**src/design/mot_pkg.sv**
```systemverilog
// ----------------------------------------------------------------------------
// mot_pkg
// Shared types, codes and helpers for the MIDI output packer with note
// tracking: op codes, status nibbles, sequencer states and the request
// that the sequencer hands to the packer.
// ----------------------------------------------------------------------------
`default_nettype none

package mot_pkg;

  localparam int MOT_BUFFER_BYTES = 256;
  localparam int MOT_CHANNELS     = 16;
  localparam int CHUNK_BITS       = 32;

  // input op codes
  localparam logic [1:0] OP_EVENT   = 2'd0;
  localparam logic [1:0] OP_FLUSH   = 2'd1;
  localparam logic [1:0] OP_RELEASE = 2'd2;

  // result kinds
  localparam logic KIND_MSG    = 1'b0;
  localparam logic KIND_MARKER = 1'b1;

  // status byte upper nibbles
  localparam logic [3:0] TYPE_NOTE_OFF  = 4'h8;
  localparam logic [3:0] TYPE_NOTE_ON   = 4'h9;
  localparam logic [3:0] TYPE_PROG_CHG  = 4'hC;
  localparam logic [3:0] TYPE_CHAN_PRES = 4'hD;
  localparam logic [7:0] STATUS_REALTIME_MIN = 8'hF8;

  typedef enum logic [1:0] {
    S_IDLE,
    S_LOOK,
    S_SEND,
    S_SCAN
  } mot_state_t;

  // one message (or flush) request from the sequencer to the packer
  typedef struct packed {
    logic       flush;
    logic [7:0] status;
    logic [6:0] data1;
    logic [6:0] data2;
    logic       last;
  } mot_req_t;

  // bytes a message takes in the batch
  function automatic logic [1:0] msg_len_f(input logic [7:0] status);
    logic [1:0] len;
    if (status >= STATUS_REALTIME_MIN) begin
      len = 2'd1;
    end else if (status[7:4] == TYPE_PROG_CHG || status[7:4] == TYPE_CHAN_PRES) begin
      len = 2'd2;
    end else begin
      len = 2'd3;
    end
    return len;
  endfunction

endpackage

`default_nettype wire

```
**src/design/midi_out_packer_note_tracker.sv**
```systemverilog
// ----------------------------------------------------------------------------
// midi_out_packer_note_tracker
// MIDI output batcher with active-note tracking over a 64 x 32 bitmap memory.
// ----------------------------------------------------------------------------
// Event requests: accept, then bitmap read and handoff in S_LOOK; flush
//   requests: accept, then handoff in S_SEND, where a stalled event handoff
//   also waits. The first result is valid in the cycle after handoff.
// Release requests: accept, bitmap read in S_LOOK, then an S_SCAN walk of
//   one note position per cycle, held while a note-off waits for the packer,
//   up to the highest active note. Untracked-channel releases and the unused
//   op end in S_IDLE. A marker is output ahead of its held message.
// Reset (rst_n, synchronous): fill count, side and control clear at once;
//   the bitmap reads as empty through per-row valid flags, no clearing pass.
// ----------------------------------------------------------------------------
`default_nettype none

module midi_out_packer_note_tracker
  import mot_pkg::*;
#(
  parameter int BUFFER_BYTES = MOT_BUFFER_BYTES,
  parameter int CHANNELS     = MOT_CHANNELS
) (
  input  wire logic       clk,
  input  wire logic       rst_n,
  input  wire logic       in_valid,
  output      logic       in_ready,
  input  wire logic [1:0] in_op,
  input  wire logic [7:0] in_status,
  input  wire logic [6:0] in_data1,
  input  wire logic [6:0] in_data2,
  input  wire logic [3:0] in_release_channel,
  input  wire logic [1:0] in_release_chunk,
  output      logic       out_valid,
  input  wire logic       out_ready,
  output      logic       out_kind,
  output      logic [7:0] out_msg_status,
  output      logic [6:0] out_msg_data1,
  output      logic [6:0] out_msg_data2,
  output      logic [1:0] out_msg_len,
  output      logic [8:0] out_batch_bytes,
  output      logic       out_batch_side,
  output      logic       out_last
);

  localparam int         DEPTH  = CHANNELS * 4;
  localparam int         AW     = $clog2(DEPTH);
  localparam logic [4:0] CH_CNT = 5'(CHANNELS);

  mot_state_t state_r, state_nxt;

  // captured request
  logic [1:0] op_r;
  logic [7:0] st_r;
  logic [6:0] d1_r;
  logic [6:0] d2_r;
  logic [3:0] rch_r;
  logic [1:0] rck_r;

  // release walk
  logic [CHUNK_BITS-1:0] mask_r, mask_nxt;
  logic [4:0]            b_r, b_nxt;

  logic [5:0]            in_row;
  logic [5:0]            cur_row;
  logic [AW-1:0]         rd_addr;
  logic [AW-1:0]         wr_addr;
  logic [CHUNK_BITS-1:0] rd_data;
  logic [CHUNK_BITS-1:0] wr_data;
  logic                  wr_en;
  logic [CHUNK_BITS-1:0] note_bit;
  logic                  ev_ch_ok;
  logic                  rel_ch_ok;
  logic                  accept;

  logic                  req_valid;
  logic                  req_ready;
  mot_req_t              req;
  mot_req_t              ev_req;
  mot_req_t              fl_req;
  mot_req_t              off_req;

  assign in_ready  = (state_r == S_IDLE);
  assign accept    = in_valid && in_ready;
  assign rel_ch_ok = {1'b0, in_release_channel} < CH_CNT;
  assign ev_ch_ok  = {1'b0, st_r[3:0]} < CH_CNT;

  // row = channel * 4 + chunk; in range rows fit the address width
  assign in_row  = (in_op == OP_EVENT) ? {in_status[3:0], in_data1[6:5]}
                                       : {in_release_channel, in_release_chunk};
  assign cur_row = (op_r == OP_EVENT) ? {st_r[3:0], d1_r[6:5]} : {rch_r, rck_r};
  assign rd_addr = in_row[AW-1:0];
  assign wr_addr = cur_row[AW-1:0];

  assign note_bit = CHUNK_BITS'(1) << d1_r[4:0];

  assign ev_req  = '{flush: 1'b0, status: st_r, data1: d1_r, data2: d2_r, last: 1'b1};
  assign fl_req  = '{flush: 1'b1, status: '0, data1: '0, data2: '0, last: 1'b1};
  // note-off for the current bit, last when no higher note remains
  assign off_req = '{flush: 1'b0, status: {TYPE_NOTE_OFF, rch_r}, data1: {rck_r, b_r},
                     data2: '0, last: (mask_r[CHUNK_BITS-1:1] == '0)};

  always_ff @(posedge clk) begin
    if (accept) begin
      op_r  <= in_op;
      st_r  <= in_status;
      d1_r  <= in_data1;
      d2_r  <= in_data2;
      rch_r <= in_release_channel;
      rck_r <= in_release_chunk;
    end
    mask_r <= mask_nxt;
    b_r    <= b_nxt;
  end

  always_ff @(posedge clk) begin
    if (!rst_n) begin
      state_r <= S_IDLE;
    end else begin
      state_r <= state_nxt;
    end
  end

  always_comb begin
    state_nxt = state_r;
    wr_en     = 1'b0;
    wr_data   = '0;
    req_valid = 1'b0;
    req       = ev_req;
    mask_nxt  = mask_r;
    b_nxt     = b_r;

    unique case (state_r)
      S_IDLE: begin
        if (accept) begin
          case (in_op)
            OP_EVENT: state_nxt = S_LOOK;
            OP_FLUSH: state_nxt = S_SEND;
            OP_RELEASE: begin
              // untracked channels release nothing
              if (rel_ch_ok) begin
                state_nxt = S_LOOK;
              end
            end
            default: state_nxt = S_IDLE;
          endcase
        end
      end

      S_LOOK: begin
        if (op_r == OP_EVENT) begin
          // update the note bit, hand the message over
          wr_en     = ev_ch_ok &&
                      (st_r[7:4] == TYPE_NOTE_ON || st_r[7:4] == TYPE_NOTE_OFF);
          wr_data   = (st_r[7:4] == TYPE_NOTE_ON) ? (rd_data | note_bit)
                                                  : (rd_data & ~note_bit);
          req_valid = 1'b1;
          req       = ev_req;
          state_nxt = req_ready ? S_IDLE : S_SEND;
        end else begin
          // clear the chunk, walk its old contents
          wr_en     = 1'b1;
          wr_data   = '0;
          mask_nxt  = rd_data;
          b_nxt     = '0;
          state_nxt = S_SCAN;
        end
      end

      S_SEND: begin
        req_valid = 1'b1;
        req       = (op_r == OP_FLUSH) ? fl_req : ev_req;
        if (req_ready) begin
          state_nxt = S_IDLE;
        end
      end

      S_SCAN: begin
        req = off_req;
        if (mask_r == '0) begin
          state_nxt = S_IDLE;
        end else if (mask_r[0]) begin
          req_valid = 1'b1;
          if (req_ready) begin
            mask_nxt = mask_r >> 1;
            b_nxt    = b_r + 5'd1;
            if (off_req.last) begin
              state_nxt = S_IDLE;
            end
          end
        end else begin
          // skip an inactive note
          mask_nxt = mask_r >> 1;
          b_nxt    = b_r + 5'd1;
        end
      end

      default: state_nxt = S_IDLE;
    endcase
  end

  mot_note_mem #(
    .DEPTH (DEPTH)
  ) u_mem (
    .clk     (clk),
    .rst_n   (rst_n),
    .rd_addr (rd_addr),
    .rd_data (rd_data),
    .wr_en   (wr_en),
    .wr_addr (wr_addr),
    .wr_data (wr_data)
  );

  mot_packer #(
    .BUFFER_BYTES (BUFFER_BYTES)
  ) u_packer (
    .clk             (clk),
    .rst_n           (rst_n),
    .req_valid       (req_valid),
    .req             (req),
    .req_ready       (req_ready),
    .out_valid       (out_valid),
    .out_ready       (out_ready),
    .out_kind        (out_kind),
    .out_msg_status  (out_msg_status),
    .out_msg_data1   (out_msg_data1),
    .out_msg_data2   (out_msg_data2),
    .out_msg_len     (out_msg_len),
    .out_batch_bytes (out_batch_bytes),
    .out_batch_side  (out_batch_side),
    .out_last        (out_last)
  );

endmodule

`default_nettype wire

```
**src/design/mot_note_mem.sv**
```systemverilog
// ----------------------------------------------------------------------------
// mot_note_mem
// Active-note bitmap store: one 32-bit row per channel and chunk, one write
// port, one registered read port. Per-row valid flags make every row read
// as zero after reset until it is first written.
// ----------------------------------------------------------------------------
`default_nettype none

module mot_note_mem
  import mot_pkg::*;
#(
  parameter int DEPTH = MOT_CHANNELS * 4
) (
  input  wire logic                     clk,
  input  wire logic                     rst_n,
  input  wire logic [$clog2(DEPTH)-1:0] rd_addr,
  output      logic [CHUNK_BITS-1:0]    rd_data,
  input  wire logic                     wr_en,
  input  wire logic [$clog2(DEPTH)-1:0] wr_addr,
  input  wire logic [CHUNK_BITS-1:0]    wr_data
);

  logic [CHUNK_BITS-1:0] mem [DEPTH];
  logic [DEPTH-1:0]      vld_r;
  logic [CHUNK_BITS-1:0] rdata_r;
  logic                  rvld_r;

  always_ff @(posedge clk) begin
    if (wr_en) begin
      mem[wr_addr] <= wr_data;
    end
    rdata_r <= mem[rd_addr];
  end

  always_ff @(posedge clk) begin
    if (!rst_n) begin
      vld_r  <= '0;
      rvld_r <= 1'b0;
    end else begin
      if (wr_en) begin
        vld_r[wr_addr] <= 1'b1;
      end
      rvld_r <= vld_r[rd_addr];
    end
  end

  // unwritten rows hold no active notes
  assign rd_data = rvld_r ? rdata_r : '0;

endmodule

`default_nettype wire

```
**src/design/mot_packer.sv**
```systemverilog
// ----------------------------------------------------------------------------
// mot_packer
// Batch accounting and result register: tracks fill count and active
// ping-pong side, emits a batch marker on a flush of a non-empty batch or
// ahead of a message that overflows, and holds that message until the output register frees.
// ----------------------------------------------------------------------------
`default_nettype none

module mot_packer
  import mot_pkg::*;
#(
  parameter int BUFFER_BYTES = MOT_BUFFER_BYTES
) (
  input  wire logic       clk,
  input  wire logic       rst_n,
  input  wire logic       req_valid,
  input  wire mot_req_t   req,
  output      logic       req_ready,
  output      logic       out_valid,
  input  wire logic       out_ready,
  output      logic       out_kind,
  output      logic [7:0] out_msg_status,
  output      logic [6:0] out_msg_data1,
  output      logic [6:0] out_msg_data2,
  output      logic [1:0] out_msg_len,
  output      logic [8:0] out_batch_bytes,
  output      logic       out_batch_side,
  output      logic       out_last
);

  localparam int FILL_W = $clog2(BUFFER_BYTES + 1);

  logic [FILL_W-1:0] fill_r, fill_nxt;
  logic              side_r, side_nxt;
  logic              pend_r, pend_nxt;
  logic              ovld_r, ovld_nxt;

  logic       kind_r, kind_nxt;
  logic [7:0] st_r, st_nxt;
  logic [6:0] d1_r, d1_nxt;
  logic [6:0] d2_r, d2_nxt;
  logic [1:0] len_r, len_nxt;
  logic [8:0] bytes_r, bytes_nxt;
  logic       oside_r, oside_nxt;
  logic       last_r, last_nxt;

  logic [7:0] p_st_r, p_st_nxt;
  logic [6:0] p_d1_r, p_d1_nxt;
  logic [6:0] p_d2_r, p_d2_nxt;
  logic [1:0] p_len_r, p_len_nxt;
  logic       p_last_r, p_last_nxt;

  logic              can_load;
  logic [1:0]        len;
  logic [FILL_W:0]   sum;
  logic              ovf;
  logic [6:0]        d1m;
  logic [6:0]        d2m;
  logic [FILL_W+8:0] fill_ext;
  logic [8:0]        fill_bytes;

  assign can_load   = !ovld_r || out_ready;
  assign req_ready  = !pend_r && can_load;
  assign len        = msg_len_f(req.status);
  assign sum        = {1'b0, fill_r} + (FILL_W + 1)'(len);
  assign ovf        = sum > (FILL_W + 1)'(BUFFER_BYTES);
  assign d1m        = (len != 2'd1) ? req.data1 : '0;
  assign d2m        = (len == 2'd3) ? req.data2 : '0;
  assign fill_ext   = (FILL_W + 9)'(fill_r);
  assign fill_bytes = fill_ext[8:0];

  always_comb begin
    fill_nxt   = fill_r;
    side_nxt   = side_r;
    pend_nxt   = pend_r;
    ovld_nxt   = ovld_r;
    kind_nxt   = kind_r;
    st_nxt     = st_r;
    d1_nxt     = d1_r;
    d2_nxt     = d2_r;
    len_nxt    = len_r;
    bytes_nxt  = bytes_r;
    oside_nxt  = oside_r;
    last_nxt   = last_r;
    p_st_nxt   = p_st_r;
    p_d1_nxt   = p_d1_r;
    p_d2_nxt   = p_d2_r;
    p_len_nxt  = p_len_r;
    p_last_nxt = p_last_r;

    if (ovld_r && out_ready) begin
      ovld_nxt = 1'b0;
    end

    if (pend_r && can_load) begin
      // release the message held back behind its marker
      ovld_nxt  = 1'b1;
      pend_nxt  = 1'b0;
      kind_nxt  = KIND_MSG;
      st_nxt    = p_st_r;
      d1_nxt    = p_d1_r;
      d2_nxt    = p_d2_r;
      len_nxt   = p_len_r;
      bytes_nxt = '0;
      oside_nxt = side_r;
      last_nxt  = p_last_r;
    end else if (req_valid && req_ready) begin
      if (req.flush) begin
        if (fill_r != '0) begin
          ovld_nxt  = 1'b1;
          kind_nxt  = KIND_MARKER;
          st_nxt    = '0;
          d1_nxt    = '0;
          d2_nxt    = '0;
          len_nxt   = '0;
          bytes_nxt = fill_bytes;
          oside_nxt = side_r;
          last_nxt  = req.last;
          side_nxt  = !side_r;
          fill_nxt  = '0;
        end
      end else if (ovf) begin
        // send the full batch first, hold the message
        ovld_nxt   = 1'b1;
        kind_nxt   = KIND_MARKER;
        st_nxt     = '0;
        d1_nxt     = '0;
        d2_nxt     = '0;
        len_nxt    = '0;
        bytes_nxt  = fill_bytes;
        oside_nxt  = side_r;
        last_nxt   = 1'b0;
        side_nxt   = !side_r;
        fill_nxt   = FILL_W'(len);
        pend_nxt   = 1'b1;
        p_st_nxt   = req.status;
        p_d1_nxt   = d1m;
        p_d2_nxt   = d2m;
        p_len_nxt  = len;
        p_last_nxt = req.last;
      end else begin
        ovld_nxt  = 1'b1;
        kind_nxt  = KIND_MSG;
        st_nxt    = req.status;
        d1_nxt    = d1m;
        d2_nxt    = d2m;
        len_nxt   = len;
        bytes_nxt = '0;
        oside_nxt = side_r;
        last_nxt  = req.last;
        fill_nxt  = sum[FILL_W-1:0];
      end
    end
  end

  always_ff @(posedge clk) begin
    if (!rst_n) begin
      fill_r <= '0;
      side_r <= 1'b0;
      pend_r <= 1'b0;
      ovld_r <= 1'b0;
    end else begin
      fill_r <= fill_nxt;
      side_r <= side_nxt;
      pend_r <= pend_nxt;
      ovld_r <= ovld_nxt;
    end
  end

  always_ff @(posedge clk) begin
    kind_r   <= kind_nxt;
    st_r     <= st_nxt;
    d1_r     <= d1_nxt;
    d2_r     <= d2_nxt;
    len_r    <= len_nxt;
    bytes_r  <= bytes_nxt;
    oside_r  <= oside_nxt;
    last_r   <= last_nxt;
    p_st_r   <= p_st_nxt;
    p_d1_r   <= p_d1_nxt;
    p_d2_r   <= p_d2_nxt;
    p_len_r  <= p_len_nxt;
    p_last_r <= p_last_nxt;
  end

  assign out_valid       = ovld_r;
  assign out_kind        = kind_r;
  assign out_msg_status  = st_r;
  assign out_msg_data1   = d1_r;
  assign out_msg_data2   = d2_r;
  assign out_msg_len     = len_r;
  assign out_batch_bytes = bytes_r;
  assign out_batch_side  = oside_r;
  assign out_last        = last_r;

endmodule

`default_nettype wire
```
**config.mk**
```make
export PLATFORM = sky130hd
export DESIGN_NAME = midi_out_packer_note_tracker
export DESIGN_NICKNAME = d
export VERILOG_FILES = /design/src/design/mot_pkg.sv /design/src/design/midi_out_packer_note_tracker.sv /design/src/design/mot_note_mem.sv /design/src/design/mot_packer.sv
export SDC_FILE = /design/constraint.sdc
export NUM_CORES = 2
export LEC_CHECK = 0
export BUFFER_PORTS_ARGS = -buffer_cell sky130_fd_sc_hd__buf_2
export CAP_MARGIN = 20
export CORE_ASPECT_RATIO = 1.25
export CORE_UTILIZATION = 47
export CTS_CLUSTER_SIZE = 40
export DETAILED_ROUTE_END_ITERATION = 10
export PLACE_DENSITY = 0.73
export SLEW_MARGIN = 5
export SYNTH_ARGS = -nofsm -noshare
export SYNTH_HDL_FRONTEND = slang
export SYNTH_SLANG_ARGS = --single-unit
```
**constraint.sdc**
```tcl
create_clock -name clk -period 7.4 [get_ports clk]
set_input_delay 0 -clock clk [delete_from_list [all_inputs] [get_ports clk]]
set_output_delay 0 -clock clk [all_outputs]
set_load 0.02 [all_outputs]
```
==> results.md <==
* Avg WL per Cell at 28.8 um
* Detailed Place HPWL at 129,000 um
* Cell count after synthesis at 5,545
* Status: finished clean
* Worst-path clk slew at 0.07 ns
* Yosys reg bits at 2,287
* Peak VDD IR at 0.285 mV
* Hold WC Path Type: in -> reg
* Global-route wire length before repair at 344,000 um
* Overflow after GRT at 0
* Worst setup SP type: register
* Pins Over Slew Limit at 0
* Max_slew headroom at 14.4%
* Post-synth EDFFs at 2,166
* I/O Buffers at 71
* Num CTS Buffers at 197
* Crit end category: register
* Post-CTS setup buffer count at 0
* Aggregate global-route resource usage at 24.9%
* Initial DRC count at 7,139
* Most common cell after layout, fill and taps aside: edfxtp_1
* CTS tree: yes
* Yosys warnings at 0
* Worst EP required at 8.03 ns
* Post-Syn Area per Cell at 16.0 sq um
* Final ANT Viol Nets at 0
* Top cell type's share of synthesized area at 73.4%
* Vias in the first global route at 50,825
* Initial antenna violation count at 5
* CTS max path bufs at 3
* Effective utilization at floorplan at 47.4%
* Fin. Hold Viols at 0
* Type of the worst setup path: reg -> reg
* Routed Wire Length at 241,000 um
* Most frequent cells in the layout: 2,166 x edfxtp_1, 1,061 x nand2_1, 227 x mux2i_1
* Post-Syn Area at 88,600 sq um
* Netlist cell types at 73
* Endpoints failing setup at 0
* Vias post-DR at 52,148
* Static Leak at 30.9 nW
* Height of the die at 487 um
* Sequential fraction of the synthesis area at 76.2%
* Clock Skews at 0.0611 ns
* DR DRC count at 0
* Root Driver: clkbuf_16
* Drt first pass iters at 8
* Final GP Congestion at 0.932
* Slew @ Worst Pin at 1.28 ns
* Share of flip-flops with an asynchronous set or reset at 0%
* Max frequency at 204 MHz
* Syn Nets at 5,583
* Min cycle time layout at 4.90 ns
* Post-synth top area cell: edfxtp_1
* Final setup TNS at 0 ns
* Final period util at 66.2%
* Chip Width at 390 um
* CORE AREA at 187,000 sq um
* CP arrival at 5.53 ns
* Worst-Skew Late Latency at 0.90 ns
* DR vias/cell at 6.24
* P&R area growth vs syn at 12.8%
* Layout cells sized above 1 at 14.5%
* NumNets Final at 5,717
* RSZ-0062 raised after global routing: no
* CP max FO at 43
* Flop-to-flop setup slack at 2.50 ns
* Die Footprint at 190,000 sq um
* Cell Pwr Density at 270 nW/um^2
* Synth area leaders: edfxtp_1 73%, mux4_2 4.9%, nand2_1 4.5%
* Synth Flop Type: edfxtp_1
* Row cnt at 177
* CTS Sinks at 2,287
* Post-DP Area at 92,600 sq um
* Max-cap violation count at 0
* Largest net degree at the start of global routing at 172
* H-tree lvl count at 4
* IO Count at 72
* Fin area at 99,900 sq um
-- registers in the layout, summed over array words and instances (netlist names), 4 cells and up --
| register | count |
|---|---|
| b_r | 5 |
| d1_r | 7 |
| d2_r | 7 |
| mask_r | 32 |
| rch_r | 4 |
| st_r | 8 |
| u_mem.mem | 2048 |
| u_mem.rdata_r | 32 |
| u_mem.vld_r | 64 |
| u_packer.fill_bytes | 9 |
| u_packer.out_batch_bytes | 9 |
| u_packer.out_msg_data1 | 7 |
| u_packer.out_msg_data2 | 7 |
| u_packer.out_msg_status | 8 |
| u_packer.p_d1_r | 7 |
| u_packer.p_d2_r | 7 |
| u_packer.p_st_r | 8 |
-- stage by stage --
stage | hold slack [ns] | setup slack, ns | util [%] | std cells | power, mW
after global placement | 0.181 | 2.72 | 49.6 | 7926 | 16.5
after floorplan | 0.0989 | 2.29 | - | 5545 | 15.8
final | 0.0347 | 2.50 | 53.5 | 8360 | 27.0
after global routing | 0.0413 | 2.24 | 53.5 | 8359 | 27.6
after CTS | 0.00989 | 2.63 | 53.5 | 8357 | 27.0
after detailed placement | 0.178 | 2.65 | 49.6 | 7927 | 16.5
-- worst max-delay path, stage by stage, from the launching register on --
cell	delay, ns
dfxtp_1	0.66
and2_1	0.20
buf_4	0.41
a22oi_1	0.19
or3_1	0.47
clkinv_1	0.23
fa_1	0.32
and4b_1	0.27
and4_1	0.21
o211a_1	0.22
o221a_2	0.28
nor2_1	0.69
buf_4	0.35
o21ai_0	0.12
-- cell type report --
cell class | count | area [sq um]
Antenna cell | 2 | 5.00
Clock buffer | 264 | 5400
Clock inverter | 108 | 1300
Fill cell | 14120 | 86800
Inverter | 23 | 86.3
Multi-Input combinational cell | 2887 | 20300
Sequential cell | 2287 | 67500
Tap cell | 2506 | 3140
Timing Repair Buffer | 283 | 2240
-- cells in the mapped netlist (all sizes together) (4+ instances only) --
cell and instances:
nand2 1068, nor4 9, or3 10, nor3 15, mux2i 228, and2 8, o22ai 29, nand3 225
nor2b 4, a21oi 147, o21a 17, and3 4, o31ai 15, nor2 215, o21ai 59, a211oi 30
a221oi 4, a222oi 28, a31oi 207, a32oi 73, a2111oi 32, nor3b 6, a211o 32, mux4 194
mux2 9, nand4 36, a22oi 34, clkbuf 202, nand2b 6, inv 22, a21o 7, dfxtp 121
a32o 32, nand3b 17, edfxtp 2166, a22o 41, buf 146
-- per-layer routing --
layer | up-vias | track usage (%) | part of all wire, %
met5 | - | 0 | 0.014
met4 | 4 | 15.3 | 6.8
met3 | 660 | 4.47 | 10
met2 | 3391 | 41.2 | 48
met1 | 26276 | 30.5 | 35
li1 | 21817 | - | -
-- cells by family after synthesis --
kind of cell	Yosys count	synth area share [%]
flops	2287	76.2
simple gates	1637	7.67
compound gates	811	6.43
mux	431	7.63
buf+inv	371	1.98
xor+xnor	4	0.0396
fa+ha+maj	4	0.0650
-- final timing paths --
| check | startpoint | end | depth (start not counted) |
|---|---|---|---|
| worst max-delay path | state_r[1]$_SDFFE_PN0P_ | u_packer.out_msg_len[0]$_DFFE_PP_ | 13 |
| worst min-delay path | in_release_channel[3] | rch_r[3]$_DFFE_PP_ | 2 |
| worst max register to register | state_r[1]$_SDFFE_PN0P_ | u_packer.out_msg_len[0]$_DFFE_PP_ | 13 |
| worst min register to register | u_packer.out_kind$_SDFFE_PP0P_ | u_packer.out_kind$_SDFFE_PP0P_ | 1 |
-- repair_timing --
| action | 4_1_cts | 5_1_grt |
|---|---|---|
| endpoints found under the hold margin | 85 | 0 |
| hold buffers | 58 | 0 |
| gates resized for setup | 0 | 0 |
-- where the power goes --
group / switching [mW] / internal, mW
Combinational: 1.37 / 0.605
Sequential: 0.129 / 14.2
Clock: 4.66 / 6.00
No activity file was read; power rests on OpenSTA's default activity.
